File: config.mk
export PLATFORM = sky130hd
export DESIGN_NAME = servo_turnout_ramp_controller_top_flat
export DESIGN_NICKNAME = d
export VERILOG_FILES = /design/src/rtl/stcr_pkg.sv /design/src/rtl/stcr_in_if.sv /design/src/rtl/stcr_out_if.sv /design/src/rtl/stcr_cfg_regs.sv /design/src/rtl/stcr_ramp_core.sv /design/src/rtl/servo_turnout_ramp_controller_top.sv /design/src/flat_wrapper.sv
export SDC_FILE = /design/constraint.sdc
export NUM_CORES = 1
export LEC_CHECK = 0
export BUFFER_PORTS_ARGS = -buffer_cell sky130_fd_sc_hd__buf_2
export CORE_MARGIN = 4
export CORE_UTILIZATION = 25
export DETAILED_ROUTE_END_ITERATION = 8
export PLACE_DENSITY = 0.43
export SLEW_MARGIN = 20
export SYNTH_ARGS = -nofsm -noshare
export SYNTH_HDL_FRONTEND = slang
export SYNTH_SLANG_ARGS = --single-unit
File: constraint.sdc
create_clock -name clk -period 7.23 [get_ports clk]
set_clock_uncertainty 0.1 [all_clocks]
set_input_delay 0.3615 -clock clk [delete_from_list [all_inputs] [get_ports clk]]
set_output_delay 0.3615 -clock clk [all_outputs]
set_load 0.02 [all_outputs]
File: src/rtl/stcr_pkg.sv
// Shared types and constants for the servo turnout ramp controller.
// No dependencies; compiled first.
`default_nettype none

package stcr_pkg;

	// Field widths
	localparam int unsigned FUNC_W  = 13;
	localparam int unsigned FIDX_W  = 4;
	localparam int unsigned PULSE_W = 12;
	localparam int unsigned STEP_W  = 16;
	localparam int unsigned FRAC_W  = 8;
	localparam int unsigned POS_W   = PULSE_W + FRAC_W;
	localparam int unsigned CIDX_W  = 3;
	localparam int unsigned CDATA_W = 16;

	// Highest function bit that can be selected
	localparam logic [FIDX_W-1:0] FUNC_IDX_MAX = 4'd12;

	// Configuration register indexes
	localparam logic [CIDX_W-1:0] REG_FUNCTION_INDEX  = 3'd0;
	localparam logic [CIDX_W-1:0] REG_SAVED_DIRECTION = 3'd1;
	localparam logic [CIDX_W-1:0] REG_OFF_PULSE_US    = 3'd2;
	localparam logic [CIDX_W-1:0] REG_ON_PULSE_US     = 3'd3;
	localparam logic [CIDX_W-1:0] REG_OFF_STEP        = 3'd4;
	localparam logic [CIDX_W-1:0] REG_ON_STEP         = 3'd5;

	// Reset values of the configuration registers
	localparam logic [PULSE_W-1:0] OFF_PULSE_RST = 12'd1000;
	localparam logic [PULSE_W-1:0] ON_PULSE_RST  = 12'd2000;
	localparam logic [STEP_W-1:0]  OFF_STEP_RST  = 16'd2560;
	localparam logic [STEP_W-1:0]  ON_STEP_RST   = 16'd2560;

	typedef enum logic [1:0] {
		PH_STANDBY = 2'd0,
		PH_IDLE    = 2'd1,
		PH_RUN     = 2'd2
	} phase_t;

	typedef struct packed {
		logic [FIDX_W-1:0]  function_index;
		logic               saved_direction;
		logic [PULSE_W-1:0] off_pulse_us;
		logic [PULSE_W-1:0] on_pulse_us;
		logic [STEP_W-1:0]  off_step;
		logic [STEP_W-1:0]  on_step;
	} cfg_t;

	typedef struct packed {
		logic [PULSE_W-1:0] pulse_us;
		logic               pulse_write;
		logic               servo_attached;
		logic               save_event;
		logic               save_value;
		logic               led_on_side;
		phase_t             phase;
	} result_t;

endpackage

`default_nettype wire

File: src/rtl/stcr_in_if.sv
// Request channel of the servo turnout ramp controller: valid/ready plus function bits.
// Depends on stcr_pkg.
`default_nettype none

interface stcr_in_if;
	logic                          valid;
	logic                          ready;
	logic [stcr_pkg::FUNC_W-1:0]   function_bits;

	modport source (output valid, output function_bits, input ready);
	modport sink (input valid, input function_bits, output ready);
endinterface

`default_nettype wire

File: src/rtl/stcr_out_if.sv
// Result channel of the servo turnout ramp controller: valid/ready plus result fields.
// Depends on stcr_pkg.
`default_nettype none

interface stcr_out_if;
	logic                          valid;
	logic                          ready;
	logic [stcr_pkg::PULSE_W-1:0]  pulse_us;
	logic                          pulse_write;
	logic                          servo_attached;
	logic                          save_event;
	logic                          save_value;
	logic                          led_on_side;
	logic [1:0]                    phase;

	modport source (output valid, output pulse_us, output pulse_write, output servo_attached,
		output save_event, output save_value, output led_on_side, output phase, input ready);
	modport sink (input valid, input pulse_us, input pulse_write, input servo_attached,
		input save_event, input save_value, input led_on_side, input phase, output ready);
endinterface

`default_nettype wire

File: src/rtl/stcr_cfg_regs.sv
// Configuration register file for the servo turnout ramp controller.
// Depends on stcr_pkg.
`default_nettype none

module stcr_cfg_regs (
	input  wire logic                         clk,
	input  wire logic                         arst_n,
	input  wire logic                         wr_en,
	input  wire logic [stcr_pkg::CIDX_W-1:0]  wr_index,
	input  wire logic [stcr_pkg::CDATA_W-1:0] wr_data,
	output stcr_pkg::cfg_t                    cfg
);
	import stcr_pkg::*;

	cfg_t cfg_q;

	// Register writes; indexes past the list are dropped
	always_ff @(posedge clk or negedge arst_n) begin
		if (!arst_n) begin
			cfg_q.function_index  <= '0;
			cfg_q.saved_direction <= 1'b0;
			cfg_q.off_pulse_us    <= OFF_PULSE_RST;
			cfg_q.on_pulse_us     <= ON_PULSE_RST;
			cfg_q.off_step        <= OFF_STEP_RST;
			cfg_q.on_step         <= ON_STEP_RST;
		end else if (wr_en) begin
			case (wr_index)
				REG_FUNCTION_INDEX:  cfg_q.function_index  <= wr_data[FIDX_W-1:0];
				REG_SAVED_DIRECTION: cfg_q.saved_direction <= wr_data[0];
				REG_OFF_PULSE_US:    cfg_q.off_pulse_us    <= wr_data[PULSE_W-1:0];
				REG_ON_PULSE_US:     cfg_q.on_pulse_us     <= wr_data[PULSE_W-1:0];
				REG_OFF_STEP:        cfg_q.off_step        <= wr_data[STEP_W-1:0];
				REG_ON_STEP:         cfg_q.on_step         <= wr_data[STEP_W-1:0];
				default: ;
			endcase
		end
	end

	assign cfg = cfg_q;

endmodule

`default_nettype wire

File: src/rtl/stcr_ramp_core.sv
// Ramp state machine: phase, position and target registers with the per-tick update logic.
// Depends on stcr_pkg.
`default_nettype none

module stcr_ramp_core (
	input  wire logic                        clk,
	input  wire logic                        arst_n,
	input  wire stcr_pkg::cfg_t              cfg,
	input  wire logic [stcr_pkg::FUNC_W-1:0] func_bits,
	input  wire logic                        step_en,
	output stcr_pkg::result_t                result
);
	import stcr_pkg::*;

	phase_t             phase_q, phase_d;
	logic [POS_W-1:0]   pos_q, pos_d;
	logic [PULSE_W-1:0] target_q, target_d;
	logic               moving_up_q, moving_up_d;
	logic               attached_q, attached_d;
	logic               led_q, led_d;
	logic               held_q, held_d;
	logic               ramp_on_q, ramp_on_d;

	logic [FUNC_W-1:0]  func_sh;
	logic               func_val;
	logic [PULSE_W-1:0] end_pulse;
	logic [POS_W-1:0]   end_pos;
	logic [POS_W-1:0]   tgt_pos;
	logic [STEP_W-1:0]  step;
	logic [POS_W:0]     up_sum;
	logic [POS_W:0]     dn_diff;
	logic               up_done;
	logic               dn_done;
	logic               done;

	// Function bit select; an out-of-range index keeps the last value
	assign func_sh  = func_bits >> cfg.function_index;
	assign func_val = (cfg.function_index <= FUNC_IDX_MAX) ? func_sh[0] : held_q;

	assign end_pulse = func_val ? cfg.on_pulse_us : cfg.off_pulse_us;
	assign end_pos   = {end_pulse, {FRAC_W{1'b0}}};
	assign tgt_pos   = {target_q, {FRAC_W{1'b0}}};
	assign step      = ramp_on_q ? cfg.on_step : cfg.off_step;

	// Step toward target; a borrow on the way down counts as reaching it
	assign up_sum  = {1'b0, pos_q} + {{(POS_W+1-STEP_W){1'b0}}, step};
	assign dn_diff = {1'b0, pos_q} - {{(POS_W+1-STEP_W){1'b0}}, step};
	assign up_done = up_sum >= {1'b0, tgt_pos};
	assign dn_done = dn_diff[POS_W] || (dn_diff[POS_W-1:0] <= tgt_pos);
	assign done    = moving_up_q ? up_done : dn_done;

	// Next state and result for one tick
	always_comb begin
		phase_d     = phase_q;
		pos_d       = pos_q;
		target_d    = target_q;
		moving_up_d = moving_up_q;
		attached_d  = attached_q;
		led_d       = led_q;
		held_d      = func_val;
		ramp_on_d   = ramp_on_q;

		result.pulse_us    = '0;
		result.pulse_write = 1'b0;
		result.save_event  = 1'b0;
		result.save_value  = 1'b0;

		case (phase_q)
			PH_STANDBY: begin
				led_d = func_val;
				if (func_val == cfg.saved_direction) begin
					// jump straight to the saved end position
					pos_d              = end_pos;
					result.pulse_us    = end_pulse;
					result.pulse_write = 1'b1;
					attached_d         = 1'b0;
					phase_d            = PH_IDLE;
				end else begin
					target_d    = end_pulse;
					ramp_on_d   = func_val;
					moving_up_d = pos_q < end_pos;
					attached_d  = 1'b1;
					phase_d     = PH_RUN;
				end
			end
			PH_IDLE: begin
				if (pos_q != end_pos) begin
					target_d    = end_pulse;
					ramp_on_d   = func_val;
					moving_up_d = pos_q < end_pos;
					attached_d  = 1'b1;
					phase_d     = PH_RUN;
				end
			end
			PH_RUN: begin
				result.pulse_us    = pos_q[POS_W-1:FRAC_W];
				result.pulse_write = 1'b1;
				if (done) begin
					pos_d             = tgt_pos;
					result.pulse_us   = target_q;
					result.save_event = 1'b1;
					result.save_value = ramp_on_q;
					led_d             = ramp_on_q;
					attached_d        = 1'b0;
					phase_d           = PH_IDLE;
				end else if (moving_up_q) begin
					pos_d = up_sum[POS_W-1:0];
				end else begin
					pos_d = dn_diff[POS_W-1:0];
				end
			end
			default: begin
				phase_d = PH_STANDBY;
			end
		endcase

		result.servo_attached = attached_d;
		result.led_on_side    = led_d;
		result.phase          = phase_d;
	end

	// State registers, updated once per processed request
	always_ff @(posedge clk or negedge arst_n) begin
		if (!arst_n) begin
			phase_q     <= PH_STANDBY;
			pos_q       <= '0;
			target_q    <= '0;
			moving_up_q <= 1'b0;
			attached_q  <= 1'b0;
			led_q       <= 1'b0;
			held_q      <= 1'b0;
			ramp_on_q   <= 1'b0;
		end else if (step_en) begin
			phase_q     <= phase_d;
			pos_q       <= pos_d;
			target_q    <= target_d;
			moving_up_q <= moving_up_d;
			attached_q  <= attached_d;
			led_q       <= led_d;
			held_q      <= held_d;
			ramp_on_q   <= ramp_on_d;
		end
	end

endmodule

`default_nettype wire

File: src/rtl/servo_turnout_ramp_controller_top.sv
// Top level of the servo turnout ramp controller: input register, ramp core, result register.
// Depends on stcr_pkg, stcr_in_if, stcr_out_if, stcr_cfg_regs, stcr_ramp_core.
//
//  channel     dir   payload                                   handshake
//  item_in     in    function_bits[12:0]                       valid/ready
//  result_out  out   pulse_us, pulse_write, servo_attached,    valid/ready
//                    save_event, save_value, led_on_side, phase
//  cfg         in    cfg_index[2:0], cfg_data[15:0]            cfg_wr_en
//
// One request per cycle sustained while result_out is ready; a request is held in the _s1
// register and its result in the result register, which drives result_out.valid.
// The request sits in the _s1 register, the ramp core evaluates it combinationally and its
// state moves when the request passes into the result register.
// A stalled result holds the result register; one more request can wait in _s1.
// Reset puts the ramp in standby with position zero and the config at its defaults.
`default_nettype none

module servo_turnout_ramp_controller_top (
	input  wire logic                         clk,
	input  wire logic                         arst_n,
	stcr_in_if.sink                           item_in,
	stcr_out_if.source                        result_out,
	input  wire logic                         cfg_wr_en,
	input  wire logic [stcr_pkg::CIDX_W-1:0]  cfg_index,
	input  wire logic [stcr_pkg::CDATA_W-1:0] cfg_data
);
	import stcr_pkg::*;

	cfg_t              cfg;
	result_t           core_res;
	logic              valid_s1;
	logic [FUNC_W-1:0] func_bits_s1;
	logic              out_valid_q;
	result_t           res_q;
	logic              advance;

	stcr_cfg_regs u_cfg (
		.clk      (clk),
		.arst_n   (arst_n),
		.wr_en    (cfg_wr_en),
		.wr_index (cfg_index),
		.wr_data  (cfg_data),
		.cfg      (cfg)
	);

	// Request moves into the result register when that slot is free or draining
	assign advance       = valid_s1 && (!out_valid_q || result_out.ready);
	assign item_in.ready = !valid_s1 || advance;

	stcr_ramp_core u_core (
		.clk       (clk),
		.arst_n    (arst_n),
		.cfg       (cfg),
		.func_bits (func_bits_s1),
		.step_en   (advance),
		.result    (core_res)
	);

	// Input register
	always_ff @(posedge clk or negedge arst_n) begin
		if (!arst_n) begin
			valid_s1 <= 1'b0;
		end else if (item_in.ready) begin
			valid_s1 <= item_in.valid;
		end
	end

	always_ff @(posedge clk) begin
		if (item_in.valid && item_in.ready) begin
			func_bits_s1 <= item_in.function_bits;
		end
	end

	// Result register
	always_ff @(posedge clk or negedge arst_n) begin
		if (!arst_n) begin
			out_valid_q <= 1'b0;
		end else if (advance) begin
			out_valid_q <= 1'b1;
		end else if (result_out.ready) begin
			out_valid_q <= 1'b0;
		end
	end

	always_ff @(posedge clk) begin
		if (advance) begin
			res_q <= core_res;
		end
	end

	assign result_out.valid          = out_valid_q;
	assign result_out.pulse_us       = res_q.pulse_us;
	assign result_out.pulse_write    = res_q.pulse_write;
	assign result_out.servo_attached = res_q.servo_attached;
	assign result_out.save_event     = res_q.save_event;
	assign result_out.save_value     = res_q.save_value;
	assign result_out.led_on_side    = res_q.led_on_side;
	assign result_out.phase          = res_q.phase;

endmodule

`default_nettype wire
File: src/flat_wrapper.sv
// flat-port wrapper written by rule: the top's interface ports become plain ports
module servo_turnout_ramp_controller_top_flat import stcr_pkg::*;
  (clk, arst_n, cfg_wr_en, cfg_index, cfg_data, item_in_valid, item_in_function_bits, item_in_ready, result_out_valid, result_out_pulse_us, result_out_pulse_write, result_out_servo_attached, result_out_save_event, result_out_save_value, result_out_led_on_side, result_out_phase, result_out_ready);
  stcr_in_if item_in_i ();
  stcr_out_if result_out_i ();
  input  wire logic clk;
  input  wire logic arst_n;
  input  wire logic cfg_wr_en;
  input  wire logic [stcr_pkg::CIDX_W-1:0] cfg_index;
  input  wire logic [stcr_pkg::CDATA_W-1:0] cfg_data;
  input wire logic [$bits(item_in_i.valid)-1:0] item_in_valid;
  input wire logic [$bits(item_in_i.function_bits)-1:0] item_in_function_bits;
  output wire logic [$bits(item_in_i.ready)-1:0] item_in_ready;
  output wire logic [$bits(result_out_i.valid)-1:0] result_out_valid;
  output wire logic [$bits(result_out_i.pulse_us)-1:0] result_out_pulse_us;
  output wire logic [$bits(result_out_i.pulse_write)-1:0] result_out_pulse_write;
  output wire logic [$bits(result_out_i.servo_attached)-1:0] result_out_servo_attached;
  output wire logic [$bits(result_out_i.save_event)-1:0] result_out_save_event;
  output wire logic [$bits(result_out_i.save_value)-1:0] result_out_save_value;
  output wire logic [$bits(result_out_i.led_on_side)-1:0] result_out_led_on_side;
  output wire logic [$bits(result_out_i.phase)-1:0] result_out_phase;
  input wire logic [$bits(result_out_i.ready)-1:0] result_out_ready;
  assign item_in_i.valid = item_in_valid;
  assign item_in_i.function_bits = item_in_function_bits;
  assign item_in_ready = item_in_i.ready;
  assign result_out_valid = result_out_i.valid;
  assign result_out_pulse_us = result_out_i.pulse_us;
  assign result_out_pulse_write = result_out_i.pulse_write;
  assign result_out_servo_attached = result_out_i.servo_attached;
  assign result_out_save_event = result_out_i.save_event;
  assign result_out_save_value = result_out_i.save_value;
  assign result_out_led_on_side = result_out_i.led_on_side;
  assign result_out_phase = result_out_i.phase;
  assign result_out_i.ready = result_out_ready;
  servo_turnout_ramp_controller_top u_core (.clk(clk), .arst_n(arst_n), .item_in(item_in_i), .result_out(result_out_i), .cfg_wr_en(cfg_wr_en), .cfg_index(cfg_index), .cfg_data(cfg_data));
endmodule
# == After elaboration in Yosys (flattened, before gate mapping) ==
# Cells that the tools add are included.
# word_totals
register_bits,134
out_inout_bits,21
word_cells,97
# classes
eq_ne,12
muxes,33
n_reduce_logical,21
shifts,1
order_cmp,4
add_sub_neg,2
# ops
cell,n
$mux 20,3
$mux 12,4
$pmux 20 s2,1
$pmux 13 s2,1
$pmux 12 s2,1
$add 20x16->21,1
$ge 21x20->1,1
$sub 20x16->21,1
$le 20x20->1,1
$lt 20x20->1,1
$ne 20x20->1,1
$mux 16,1
$reduce_and 2->1,7
$mux 13,1
$shr 13x4->1,1
$mux 1,12
$mux 2,4
$eq 3x2->1 const B,2
$eq 3x3->1 const B,2
$ne 2x2->1 const B,3
$pmux 1 s2,3
$pmux 2 s3,1
$reduce_bool 2->1,3
$le 4x4->1 const B,1
12 further kinds,16

# == Logic depth before layout (Yosys ltp) ==
# Gate-level depths: netlist of the first run.
# logic_depth
word_depth,7
mapped_depth,22
mapped_depth_nobuf,20

# == Cells and area by module ==
# From an unflattened synthesis of the first run, not the netlist that was laid out.
# unflattened
hier_cells,845
area_unflattened_um2,8994.9
# modules_own_cells
mod,n_inst,cells_each,area_each_um2
stcr_ramp_core,1,672,5594.1
stcr_cfg_regs,1,133,2336.0
servo_turnout_ramp_controller_top,1,40,1064.8

# == Least setup slack after synthesis of the first run ==
# No wires, ideal clock.
# synth_path
path_kind,register to register
start,register u_core.u_core.ramp_on_q
end,"register u_core.res_q, in the netlist u_core.result_out.pulse_us[6] (data pin)"
t_required_ns,6.858
setup_ns,0.272
t_arrival_ns,5.089
setup_slack_ns,1.768
path_stages_with_launch,23
path_cell_list,dfrtp_1 > clkbuf_1 > mux2_2 > ha_1 > inv_1 > fa_1 > nor2_1 > o311a_1 > o211ai_1 > a21oi_1 > nor2_1 > nor2_1 > xor2_1 > ha_1 > nand3_1 > or4_1 > a311o_1 > a2111oi_2 > and4_4 > o22a_2 > buf_6 > mux2i_1 > a211oi_2
# synth_lines
item,line_no,text
start: declaration,stcr_ramp_core.sv:22,"logic ramp_on_q, ramp_on_d;"
start signal: assignment,stcr_ramp_core.sv:141,ramp_on_q <= ramp_on_d;
end signal: assignment,servo_turnout_ramp_controller_top.sv:87,res_q <= core_res;
end: declaration,servo_turnout_ramp_controller_top.sv:34,result_t res_q;

# == Final worst setup path of the first run ==
# layout_path
start,register u_core.u_core.ramp_on_q
end,register u_core.u_core.pos_q[10]
# layout_between
elab_chain_len,7
elab_cells_between_ends,10
cone_classes,add/sub: 2; order compare: 2; mux: 5; reduce/logical: 1
# layout_rtl
item,line_no,text
$mux 16 (*),stcr_ramp_core.sv:43,assign step = ramp_on_q ? cfg.on_step : cfg.off_step;
$sub 20x16->21,stcr_ramp_core.sv:47,"assign dn_diff = {1'b0, pos_q} - {{(POS_W+1-STEP_W){1'b0}}, step};"
$le 20x20->1,stcr_ramp_core.sv:49,assign dn_done = dn_diff[POS_W] || (dn_diff[POS_W-1:0] <= tgt_pos);
$logic_or 1x1->1,stcr_ramp_core.sv:49,
$mux 1,stcr_ramp_core.sv:50,assign done = moving_up_q ? up_done : dn_done;
$mux 20 (*),stcr_ramp_core.sv:98,if (done) begin
$pmux 20 s2 (*),stcr_ramp_core.sv:68,case (phase_q)
end signal: assignment,stcr_ramp_core.sv:135,pos_q <= pos_d;
end: declaration,stcr_ramp_core.sv:16,"logic [POS_W-1:0] pos_q, pos_d;"
# Mark *: on every way between the ends. The rest lies on a longest branch, timed or not.
# A chain may end at the register's enable or synchronous reset.

==> results of run 1 <==
==> final cells by class <==
cell class,count,share of cell area (%)
Multi-Input combinational cell,678,48.7
Sequential cell,134,33.2
Tap cell,461,5.43
Timing Repair Buffer,82,4.80
Clock buffer,17,4.00
Clock inverter,15,2.01
Inverter,51,1.80
==> worst max-delay path, cell delays in order, from the launching register on <==
cell,delay (ps)
dfrtp_1,580
buf_4,330
mux2i_1,420
ha_1,460
nor4_1,530
o211ai_1,280
a21oi_1,390
nor2_1,140
nor2_1,160
xor2_1,80
ha_1,340
nand3_1,110
or4_1,520
a311o_1,360
a2111oi_2,340
and4_4,290
o22a_2,550
nor2_1,210
a221o_1,390
==> flip-flops by register name (all words and copies together), names as in the netlist <==
name                              count
u_core.func_bits_s1                  13
u_core.result_out.led_on_side         1
u_core.result_out.phase               2
u_core.result_out.pulse_us           12
u_core.result_out.pulse_write         1
u_core.result_out.save_event          1
u_core.result_out.save_value          1
u_core.result_out.servo_attached      1
u_core.result_out.valid               1
u_core.u_cfg.cfg                     61
u_core.u_core.attached_q              1
u_core.u_core.held_q                  1
u_core.u_core.led_q                   1
u_core.u_core.moving_up_q             1
u_core.u_core.phase_q                 2
u_core.u_core.pos_q                  20
u_core.u_core.ramp_on_q               1
u_core.u_core.target_q               12
u_core.valid_s1                       1
==> metal layers <==
metal	global-route usage (%)	part of all wire (%)	vias to the layer above
met5	0	0	-
met4	3.57	1.6	0
met3	2.39	3.4	23
met2	22.9	46	148
met1	20.6	49	3568
li1	-	-	3444
==> power by group <==
part           total [mW]  internal (mW)  switching, mW
Sequential           1.28           1.03          0.248
Clock               0.922          0.532          0.391
Combinational        3.47           1.39           2.08
Total                5.67           2.95           2.72
==> cell families (layout without fill, tap and decap cells) <==
kind of cell             after synthesis  after routing  share of synthesized area [%]
AO/OA/AOI/OAI                        214            214                           16.1
buffers and inverters                 96            165                           4.28
flip-flops                           134            134                           38.9
AND/OR/NAND/NOR                      237            237                           12.9
adder cells (fa/ha/maj)               70             70                           9.80
XOR/XNOR                              41             41                           3.95
multiplexers                         116            116                           14.1
==> worst max-delay path by stage <==
stage | endpoint | slack, ps | cells after the start
global placement | u_core.u_core.pos_q[10]$_DFFE_PN0P_ | 580 | 18
floorplan | u_core.result_out.pulse_us[6]$_DFFE_PP_ | 1770 | 22
detailed placement | u_core.u_core.pos_q[10]$_DFFE_PN0P_ | 540 | 18
finish | u_core.u_core.pos_q[10]$_DFFE_PN0P_ | 520 | 18
global route | u_core.u_core.pos_q[10]$_DFFE_PN0P_ | 160 | 18
CTS | u_core.u_core.pos_q[10]$_DFFE_PN0P_ | 530 | 18
==> Yosys cell counts (5+ instances only) <==
cell / count / share of area (%)
a21boi_0: 5 / 0.41
a21o_1: 11 / 0.91
a21oi_1: 44 / 2.4
a221o_1: 5 / 0.55
and3_1: 6 / 0.41
buf_1: 6 / 0.25
buf_2: 8 / 0.44
clkbuf_1: 28 / 1.2
dfrtp_1: 86 / 24
dfstp_2: 16 / 4.6
edfxtp_1: 32 / 11
ha_1: 68 / 9.4
inv_1: 51 / 2.1
mux2_2: 64 / 7.9
mux2i_1: 47 / 5.2
nand2_1: 62 / 2.6
nand2b_1: 18 / 1.2
nand3_1: 16 / 0.88
nand4_1: 9 / 0.62
nor2_1: 60 / 2.5
nor2b_1: 11 / 0.76
nor3_1: 18 / 0.99
nor4_1: 7 / 0.48
o211ai_1: 9 / 0.74
o21a_1: 8 / 0.66
o21ai_0: 53 / 2.9
o221ai_1: 5 / 0.48
o22ai_1: 12 / 0.83
or3_1: 5 / 0.34
or4_1: 5 / 0.41
xnor2_1: 33 / 3.2
xor2_1: 8 / 0.77
==> results.py, run 1 <==
metrics = {
    "status": {
        "status": "finished, final reports clean",
    },
    "worst_setup_path": {
        "worstSetupEndpointType": "flop",
        "r2r_end": "u_core.u_core.pos_q[10]$_DFFE_PN0P_",
        "path_class": "flop to flop",
        "cp.arrival_ps": 6920,
        "r2r_start": "u_core.u_core.ramp_on_q$_DFFE_PN0P_",
        "crit_path_start": "u_core.u_core.ramp_on_q$_DFFE_PN0P_",
        "required_ps": 7450,
        "critPathLaunchType": "flop",
        "cp_max_fo": 23,
        "r2r_slack_ps": 520,
        "rr_worst_depth": 18,
    },
    "layout": {
        "fin_cells": 1438,
        "fillCellCount": 3751,
        "diodes": 0,
        "final_util_pct": 29.7,
        "final_area_mm2": 0.0106,
        "drive_gt1_share_pct": 21.0,
        "multi_input_area_mm2": 0.00518,
        "layout_commonest_cell": "dfrtp_1",
        "nNetsFinal": 1071,
        "syn_to_final_growth_pct": 16.9,
        "seq_area_mm2": 0.00353,
        "final_cell_mix": "dfrtp_1 (86), ha_1 (68), mux2_2 (64), nand2_1 (62), nor2_1 (60)",
    },
    "timing": {
        "whs_ps": 30.1,
        "timing.fmax_mhz": 149,
        "setup_ws_ps": 523,
        "final_max_slew_viol_count": 0,
        "relSlewSlack_pct": 32.1,
        "tns_ps": 0,
        "finalSetupViolCount": 0,
        "hold_viol_final": 0,
        "min_period_ps": 6710,
        "finalCritPeriodShare_pct": 92.8,
        "worstMarginPinSlew_ps": 1010,
        "rsz0062_at_grt": "no",
    },
    "placed_design": {
        "port_buffers": 57,
        "place_area_mm2": 0.00985,
        "gp_congestion": 0.868,
        "dp_hpwl_um": 21700,
        "dp_cells": 1392,
        "pre_cts_slack_ps": 536,
    },
    "cts": {
        "cts_tree": "built",
        "root_buffer": "clkbuf_16",
        "h-tree-depth": 4,
        "cts_resized": 0,
        "holdBufCountCts": 14,
        "clock_path_buffers": 2,
        "worstSkewPairLatency_ps": 430,
        "cts_setup_buffers": 0,
        "clkSinkCount": 134,
        "cts.clk_slew.worst_paths_ps": 60,
        "numCtsBuffers": 17,
    },
    "routing": {
        "drc": 0,
        "viasPerCell": 5.00,
        "first_pass_iters": 8,
        "drt_iter0_drc": 425,
        "wl_um": 27900,
        "postRouteAntennaNets": 0,
        "wire_per_inst_um": 19.4,
        "num_vias": 7183,
    },
    "pwr": {
        "p_leak_nw": 4.56,
        "power_density_mw_per_mm2": 534,
        "vdd_drop_max_uv": 233,
        "totalPowerFinal_mw": 5.67,
    },
    "die": {
        "die_h_um": 199,
        "dieArea_mm2": 0.0395,
        "dieWidth_um": 199,
        "start_util_pct": 25.4,
        "core_mm2": 0.0357,
        "ioPinCount": 58,
        "rows": 69,
    },
    "synthesis": {
        "synth_edf_count": 32,
        "syn_area_mm2": 0.00909,
        "ys.flop_type": "dfrtp_1",
        "syn_inst": 908,
        "async_reset_ff_share_pct": 76.1,
        "yosys_warnings": 0,
        "ys_ff_latch": 134,
        "ys_seq_area_share_pct": 38.9,
        "avgSynthCellArea_um2": 10.0,
        "syn_nets": 1015,
        "netlist-cell-type-count": 82,
    },
    "hold_path": {
        "hold_path_depth": 2,
        "hp-start": "item_in_valid",
        "worstHoldEndpoint": "u_core.valid_s1$_DFFE_PN0N_",
        "hold_class": "input port to flop",
    },
    "grt": {
        "antenna_found_initial": 0,
        "grt_pass1_vias": 7165,
        "track_usage_pct": 14.4,
        "grt_max_degree": 70,
        "grt_pass1_wl_um": 43600,
        "overflow": 0,
    },
    "run": {
        "maxCapViolations": 0,
    },
}
(Power assumes the default switching activity.)
==> run 2: changes to the inputs <==
==> constraint.sdc (replaced) <==
create_clock -name clk -period 8.4 [get_ports clk]
set_clock_uncertainty 0.1 [all_clocks]
set_input_delay 0.42 -clock clk [delete_from_list [all_inputs] [get_ports clk]]
set_output_delay 0.42 -clock clk [all_outputs]
set_load 0.02 [all_outputs]
==> results.py, run 2 (synthesized netlist as in run 1, its figures left out) <==
metrics = {
    "die": {
        "core_mm2": 0.0357,
        "rows": 69,
        "die_h_um": 199,
        "ioPinCount": 58,
        "dieWidth_um": 199,
        "start_util_pct": 25.4,
        "dieArea_mm2": 0.0395,
    },
    "run": {
        "maxCapViolations": 0,
    },
    "worst_setup_path": {
        "worst-path-stages": 18,
        "path_buf_inv": 0,
        "cp_max_fo": 23,
        "cp.arrival_ps": 6980,
        "cp_slowest_stage_delay_ps": 850,
        "rr_worst_depth": 18,
        "worstSetupEndpointType": "flop",
        "critPathLaunchType": "flop",
        "r2r_end": "u_core.u_core.pos_q[10]$_DFFE_PN0P_",
        "cp_slowest_cell": "dfrtp_1",
        "cp_top_family": "compound AO/OA/AOI/OAI gates",
        "r2r_slack_ps": 1640,
        "required_ps": 8620,
        "path_cells": "mux2_2, ha_1, fa_1, nand2b_1, a211oi_1, o2111ai_1, a21boi_0, o21ba_2, nor4b_1, xor2_1, ha_1, nand4_1, nor2_1, nand4b_1, nor4_1, o22a_2, nor2_1, a221o_1",
        "path_class": "flop to flop",
        "r2r_start": "u_core.u_core.ramp_on_q$_DFFE_PN0P_",
    },
    "pwr": {
        "vdd_drop_max_uv": 189,
        "p_leak_nw": 4.51,
        "clockPowerShare_pct": 16.7,
        "p_switching_mw": 2.34,
        "power_density_mw_per_mm2": 467,
        "p_sw_share_pct": 47.8,
        "internal_power_mw": 2.56,
        "pwr-share-seq_pct": 22.4,
        "comb_power_share_pct": 60.9,
    },
    "routing": {
        "wl_met2_um": 12500,
        "maxUsedRoutingLayer": "met4",
        "num_vias": 7044,
        "wl_met3_um": 1130,
        "drc": 0,
        "wl_um": 28100,
        "viasPerCell": 4.94,
        "drt_iter0_drc": 453,
        "first_pass_iters": 5,
        "postRouteAntennaNets": 0,
        "wl_met1_um": 14000,
        "wire_per_inst_um": 19.7,
    },
    "timing": {
        "final_max_slew_viol_count": 0,
        "tns_ps": 0,
        "rsz0062_at_grt": "no",
        "worstMarginPinSlew_ps": 1120,
        "finalSetupViolCount": 0,
        "min_period_ps": 6760,
        "hold_viol_final": 0,
        "whs_ps": 53.0,
        "finalCritPeriodShare_pct": 80.5,
        "setup_ws_ps": 1640,
        "relSlewSlack_pct": 25.0,
        "timing.fmax_mhz": 148,
    },
    "grt": {
        "track_usage_pct": 14.3,
        "grt_pass1_vias": 6942,
        "overflow": 0,
        "antenna_found_initial": 0,
        "grt_pass1_wl_um": 43200,
        "grt_max_degree": 64,
    },
    "layout": {
        "seq_area_mm2": 0.00353,
        "final_cell_mix": "dfrtp_1 (86), ha_1 (68), mux2_2 (64), nand2_1 (62), nor2_1 (60)",
        "layout_commonest_cell": "dfrtp_1",
        "nNetsFinal": 1059,
        "multi_input_area_mm2": 0.00518,
        "fillCellCount": 3819,
        "fin_cells": 1426,
        "final_area_mm2": 0.0105,
        "syn_to_final_growth_pct": 15.5,
        "diodes": 0,
        "drive_gt1_share_pct": 21.3,
        "reg_top3": "u_core.u_cfg.cfg x61, u_core.u_core.pos_q x20, u_core.func_bits_s1 x13",
        "largest_reg_flops": 61,
        "regMostFlops": "u_core.u_cfg.cfg",
    },
    "cts": {
        "holdBufCountCts": 1,
        "cts_resized": 0,
        "clkSinkCount": 134,
        "root_buffer": "clkbuf_16",
        "clock_path_buffers": 2,
        "cts_tree": "built",
        "numCtsBuffers": 17,
        "worstSkewPairLatency_ps": 440,
        "h-tree-depth": 4,
        "cts_setup_buffers": 0,
        "cts.clk_slew.worst_paths_ps": 70,
    },
    "placed_design": {
        "gp_congestion": 0.880,
        "pre_cts_slack_ps": 1720,
        "dp_cells": 1393,
        "place_area_mm2": 0.00986,
        "dp_hpwl_um": 21700,
        "port_buffers": 57,
    },
    "hold_path": {
        "hold_class": "input port to flop",
        "worstHoldEndpoint": "u_core.func_bits_s1[4]$_DFFE_PP_",
        "hold_path_depth": 1,
        "hp-start": "item_in_function_bits[4]",
    },
    "status": {
        "status": "finished, final reports clean",
    },
}
run 2: changes by cell type in the layout (fill, tap and decap cells not counted), sizes merged:
cell	previous run	this run
buf	68	69
bufinv	2	3
clkinv	7	1
clkinvlp	0	1
dlygate4sd3	14	1
inv	57	61
run 2: metal layers:
layer | global-route usage, % | vias up
li1 | - | 3414
met5 | 0 | -
met1 | 20.7 | 3476
met3 | 2.96 | 28
met4 | 3.62 | 0
met2 | 22.0 | 126
run 2: worst reg2reg max path, stage by stage, from the launching register on:
cell       delay, ps
dfrtp_1          850
mux2_2           430
ha_1             220
fa_1             420
nand2b_1         200
a211oi_1         410
o2111ai_1        240
a21boi_0         420
o21ba_2          280
nor4b_1           80
xor2_1           170
ha_1             330
nand4_1          190
nor2_1           250
nand4b_1         140
nor4_1           610
o22a_2           690
nor2_1           230
a221o_1          390
run 2: power groups by stage:
stage	registers, mW	clock network [mW]	logic [mW]
4_1_cts	1.10	0.840	2.99
3_3_place_gp	1.12	0	2.99
6_report	1.10	0.819	2.99
2_1_floorplan	1.04	0	2.19
5_1_grt	1.13	0.864	3.30
3_5_place_dp	1.11	0	2.97
run 2: worst max-delay path by stage:
stage                                   startpoint                                       to  slack (ps)
2_1_floorplan  u_core.u_core.ramp_on_q$_DFFE_PN0P_  u_core.result_out.pulse_us[6]$_DFFE_PP_        2940
3_3_place_gp   u_core.u_core.ramp_on_q$_DFFE_PN0P_      u_core.u_core.pos_q[10]$_DFFE_PN0P_        1890
3_5_place_dp   u_core.u_core.ramp_on_q$_DFFE_PN0P_      u_core.u_core.pos_q[10]$_DFFE_PN0P_        1720
4_1_cts        u_core.u_core.ramp_on_q$_DFFE_PN0P_      u_core.u_core.pos_q[10]$_DFFE_PN0P_        1700
5_1_grt        u_core.u_core.ramp_on_q$_DFFE_PN0P_      u_core.u_core.pos_q[10]$_DFFE_PN0P_        1150
6_report       u_core.u_core.ramp_on_q$_DFFE_PN0P_      u_core.u_core.pos_q[10]$_DFFE_PN0P_        1640
run 2: final cells by class:
class                           instances  area share, %
Inverter                               51           1.82
Timing Repair Buffer                   70           3.69
Clock inverter                         15           1.94
Clock buffer                           17           4.05
Multi-Input combinational cell        678           49.3
Tap cell                              461           5.49
Sequential cell                       134           33.7
run 2: per-stage QoR:
| stage | util [%] | power [mW] |
|---|---|---|
| finish | 29.4 | 4.91 |
| global route | 29.4 | 5.30 |
| CTS | 29.4 | 4.93 |
| detailed placement | 27.6 | 4.08 |
| global placement | 27.6 | 4.10 |
| floorplan | - | 3.23 |
==> run 3: changes to the inputs <==
--- a/config.mk
+++ b/config.mk
@@ -5,11 +5,12 @@
 export SDC_FILE = /design/constraint.sdc
 export NUM_CORES = 1
 export LEC_CHECK = 0
+export ABC_AREA = 1
 export BUFFER_PORTS_ARGS = -buffer_cell sky130_fd_sc_hd__buf_2
 export CORE_MARGIN = 4
 export CORE_UTILIZATION = 25
 export DETAILED_ROUTE_END_ITERATION = 8
-export PLACE_DENSITY = 0.43
+export PLACE_DENSITY = 0.44
 export SLEW_MARGIN = 20
 export SYNTH_ARGS = -nofsm -noshare
 export SYNTH_HDL_FRONTEND = slang
==> constraint.sdc (replaced) <==
create_clock -name clk -period 5.5 [get_ports clk]
set_clock_uncertainty 0.1 [all_clocks]
set_input_delay 0.275 -clock clk [delete_from_list [all_inputs] [get_ports clk]]
set_output_delay 0.275 -clock clk [all_outputs]
set_load 0.02 [all_outputs]
==> results.py, run 3 <==
metrics = {
    "layout": {
        "largest_reg_flops": 61,
        "fillCellCount": 3911,
        "reg_top3": "u_core.u_cfg.cfg x61, u_core.u_core.pos_q x20, u_core.func_bits_s1 x13",
        "final_cell_mix": "nand2_1 (317), inv_1 (137), o21ai_0 (124), dfrtp_1 (86), nor2_1 (69)",
        "diodes": 0,
        "nNetsFinal": 1375,
        "layout_commonest_cell": "nand2_1",
        "syn_to_final_growth_pct": 16.8,
        "drive_gt1_share_pct": 14.2,
        "regMostFlops": "u_core.u_cfg.cfg",
    },
    "cts": {
        "cts_tree": "built",
        "worstSkewPairLatency_ps": 430,
        "clkSinkCount": 134,
        "h-tree-depth": 4,
        "clock_path_buffers": 2,
        "numCtsBuffers": 17,
        "cts_setup_buffers": 0,
        "root_buffer": "clkbuf_16",
        "cts.clk_slew.worst_paths_ps": 60,
    },
    "timing": {
        "min_period_ps": 5070,
        "rsz0062_at_grt": "no",
        "relSlewSlack_pct": 34.9,
        "timing.fmax_mhz": 197,
        "tns_ps": 0,
        "worstMarginPinSlew_ps": 974,
        "final_max_slew_viol_count": 0,
        "finalCritPeriodShare_pct": 92.1,
        "hold_viol_final": 0,
        "finalSetupViolCount": 0,
    },
    "worst_setup_path": {
        "path_class": "flop to flop",
        "cp_slowest_cell": "fa_1",
        "critPathLaunchType": "flop",
        "cp_max_fo": 19,
        "crit_path_start": "u_core.u_core.ramp_on_q$_DFFE_PN0P_",
        "required_ps": 5560,
        "cp_top_family": "simple AND/OR/NAND/NOR gates",
        "path_common_cell": "nand2_1",
        "path_buf_inv": 4,
        "worstSetupEndpointType": "flop",
        "r2r_start": "u_core.u_core.ramp_on_q$_DFFE_PN0P_",
        "cp.arrival_ps": 5130,
        "cp_slowest_stage_delay_ps": 450,
    },
    "routing": {
        "wire_per_inst_um": 16.2,
        "drt_iter0_drc": 487,
        "wl_um": 28200,
        "postRouteAntennaNets": 0,
        "num_vias": 7947,
        "drc": 0,
        "viasPerCell": 4.56,
        "first_pass_iters": 5,
    },
    "synthesis": {
        "ys_seq_area_share_pct": 38.6,
        "ys.flop_type": "dfrtp_1",
        "synth.largest_area_cell": "dfrtp_1",
        "synth_top_area_share_pct": 23.5,
        "syn_area_mm2": 0.00917,
        "synth_most_common_cell": "nand2_1",
        "ys_top_cells_by_area": "dfrtp_1 (23%), nand2_1 (13%), edfxtp_1 (10%), ha_1 (9.3%), o21ai_0 (6.8%)",
        "yosys_warnings": 0,
        "async_reset_ff_share_pct": 76.1,
        "ys_ff_latch": 134,
        "synth_top_cells_by_count": "nand2_1 (317), inv_1 (138), o21ai_0 (124), dfrtp_1 (86), nor2_1 (69)",
        "avgSynthCellArea_um2": 7.62,
        "netlist-cell-type-count": 50,
        "syn_inst": 1203,
        "syn_nets": 1310,
        "synth_edf_count": 32,
    },
    "die": {
        "rows": 69,
        "start_util_pct": 25.6,
        "die_h_um": 199,
        "dieArea_mm2": 0.0398,
        "dieWidth_um": 199,
        "ioPinCount": 58,
        "core_mm2": 0.0358,
    },
    "grt": {
        "grt_max_degree": 53,
        "grt_pass1_wl_um": 44100,
        "grt_pass1_vias": 7649,
        "overflow": 0,
        "antenna_found_initial": 0,
        "track_usage_pct": 14.3,
    },
    "placed_design": {
        "gp_congestion": 0.915,
        "dp_hpwl_um": 22000,
        "port_buffers": 57,
    },
    "status": {
        "status": "finished, final reports clean",
    },
    "hold_path": {
        "hp-start": "cfg_data[12]",
        "hold_class": "input port to flop",
    },
    "run": {
        "maxCapViolations": 0,
    },
}
run 3: cell count changes after synthesis, moves of 13 or more:
cell	previous run	this run
inv_1	51	138
mux2i_1	47	4
o21ai_0	53	124
a21oi_1	44	59
xor2_1	8	22
or2_2	3	18
mux2_2	64	0
o21ai_1	3	26
nand2_1	62	317
nand3_1	16	67
xnor2_1	33	1
nor3_1	18	5
nand2b_1	18	2
run 3: worst reg2reg max path, cell delays in order, from the launching register on:
cell and delay, ps:
dfrtp_1 390, clkinvlp_4 250, or2_2 340, o21ai_0 200
inv_1 170, fa_1 450, inv_1 100, nand4_1 110
nand2_1 150, nand3_1 100, nand2_1 130, a21oi_1 120
nand2b_1 170, and2_1 150, ha_1 280, nand2_1 60
nor2_1 160, nand4_1 180, a21o_1 200, a21oi_1 150
nand3_2 180, nand2_4 190, buf_4 260, nand2_1 90
o21ai_1 80, o21ai_1 70
run 3: area by class of cell:
| class | count | area (um2) | area share, % |
|---|---|---|---|
| timing repair buffer | 85 | 541 | 5.05 |
| clock buffer | 17 | 425 | 3.97 |
| tap | 461 | 577 | 5.39 |
| clock inverter | 15 | 211 | 1.98 |
| multi-input combinational | 878 | 4830 | 45.2 |
| inverter | 152 | 582 | 5.44 |
| sequential | 134 | 3530 | 33.0 |
run 3: timing repair:
action	in CTS	in global routing
gates resized for setup	0	4
hold buffers	17	0
hold endpoints to repair	67	0
setup endpoints to repair	0	8
run 3: cells by family after synthesis:
family	share of synthesized area [%]
and+or+nand+nor	25.5
AOI/OAI and AO/OA	14.9
buffers and inverters	8.74
DFF	38.6
adders and majority gates	9.72
xor gates and xnor gates	2.20
muxes	0.437
run 3: path summary, 6_finish.rpt:
check	to	slack (ps)	depth (start not counted)
worst min register to register	u_core.u_cfg.cfg[45]$_DFFE_PN0P_	380	2
worst max register to register	u_core.result_out.pulse_us[8]$_DFFE_PP_	430	25
worst min-delay path	u_core.u_cfg.cfg[12]$_DFFE_PN0P_	20	3
worst max-delay path	u_core.result_out.pulse_us[8]$_DFFE_PP_	430	25
min in group asynchronous	u_core.u_core.pos_q[7]$_DFFE_PN0P_	390	2
max in group asynchronous	u_core.u_cfg.cfg[3]$_DFFE_PN0P_	3720	3
run 3: through the flow:
stage / worst slack, ps / hold slack [ps] / area [um2] / std cells / utilization [%]
detailed placement: 421 / 322 / 9890 / 1693 / 27.6
floorplan: 1180 / -121 / 9170 / 1203 / -
finish: 435 / 23.3 / 10700 / 1742 / 29.9
global route: 30.4 / 18.1 / 10700 / 1742 / 29.9
global placement: 550 / 330 / 9890 / 1693 / 27.6
CTS: 404 / 8.71 / 10700 / 1742 / 29.8
run 3: per-layer routing:
layer / part of all wire, % / track usage [%] / up-vias
met4: 1.6 / 3.97 / 0
met3: 3.7 / 2.02 / 29
li1: - / - / 4069
met2: 45 / 22.4 / 172
met5: 0 / 0 / -
met1: 50 / 20.8 / 3677
Power of run 3 is left out: the tool's default activity adds up to more than one toggle a clock period on the data nets, which glitch-free logic cannot reach.
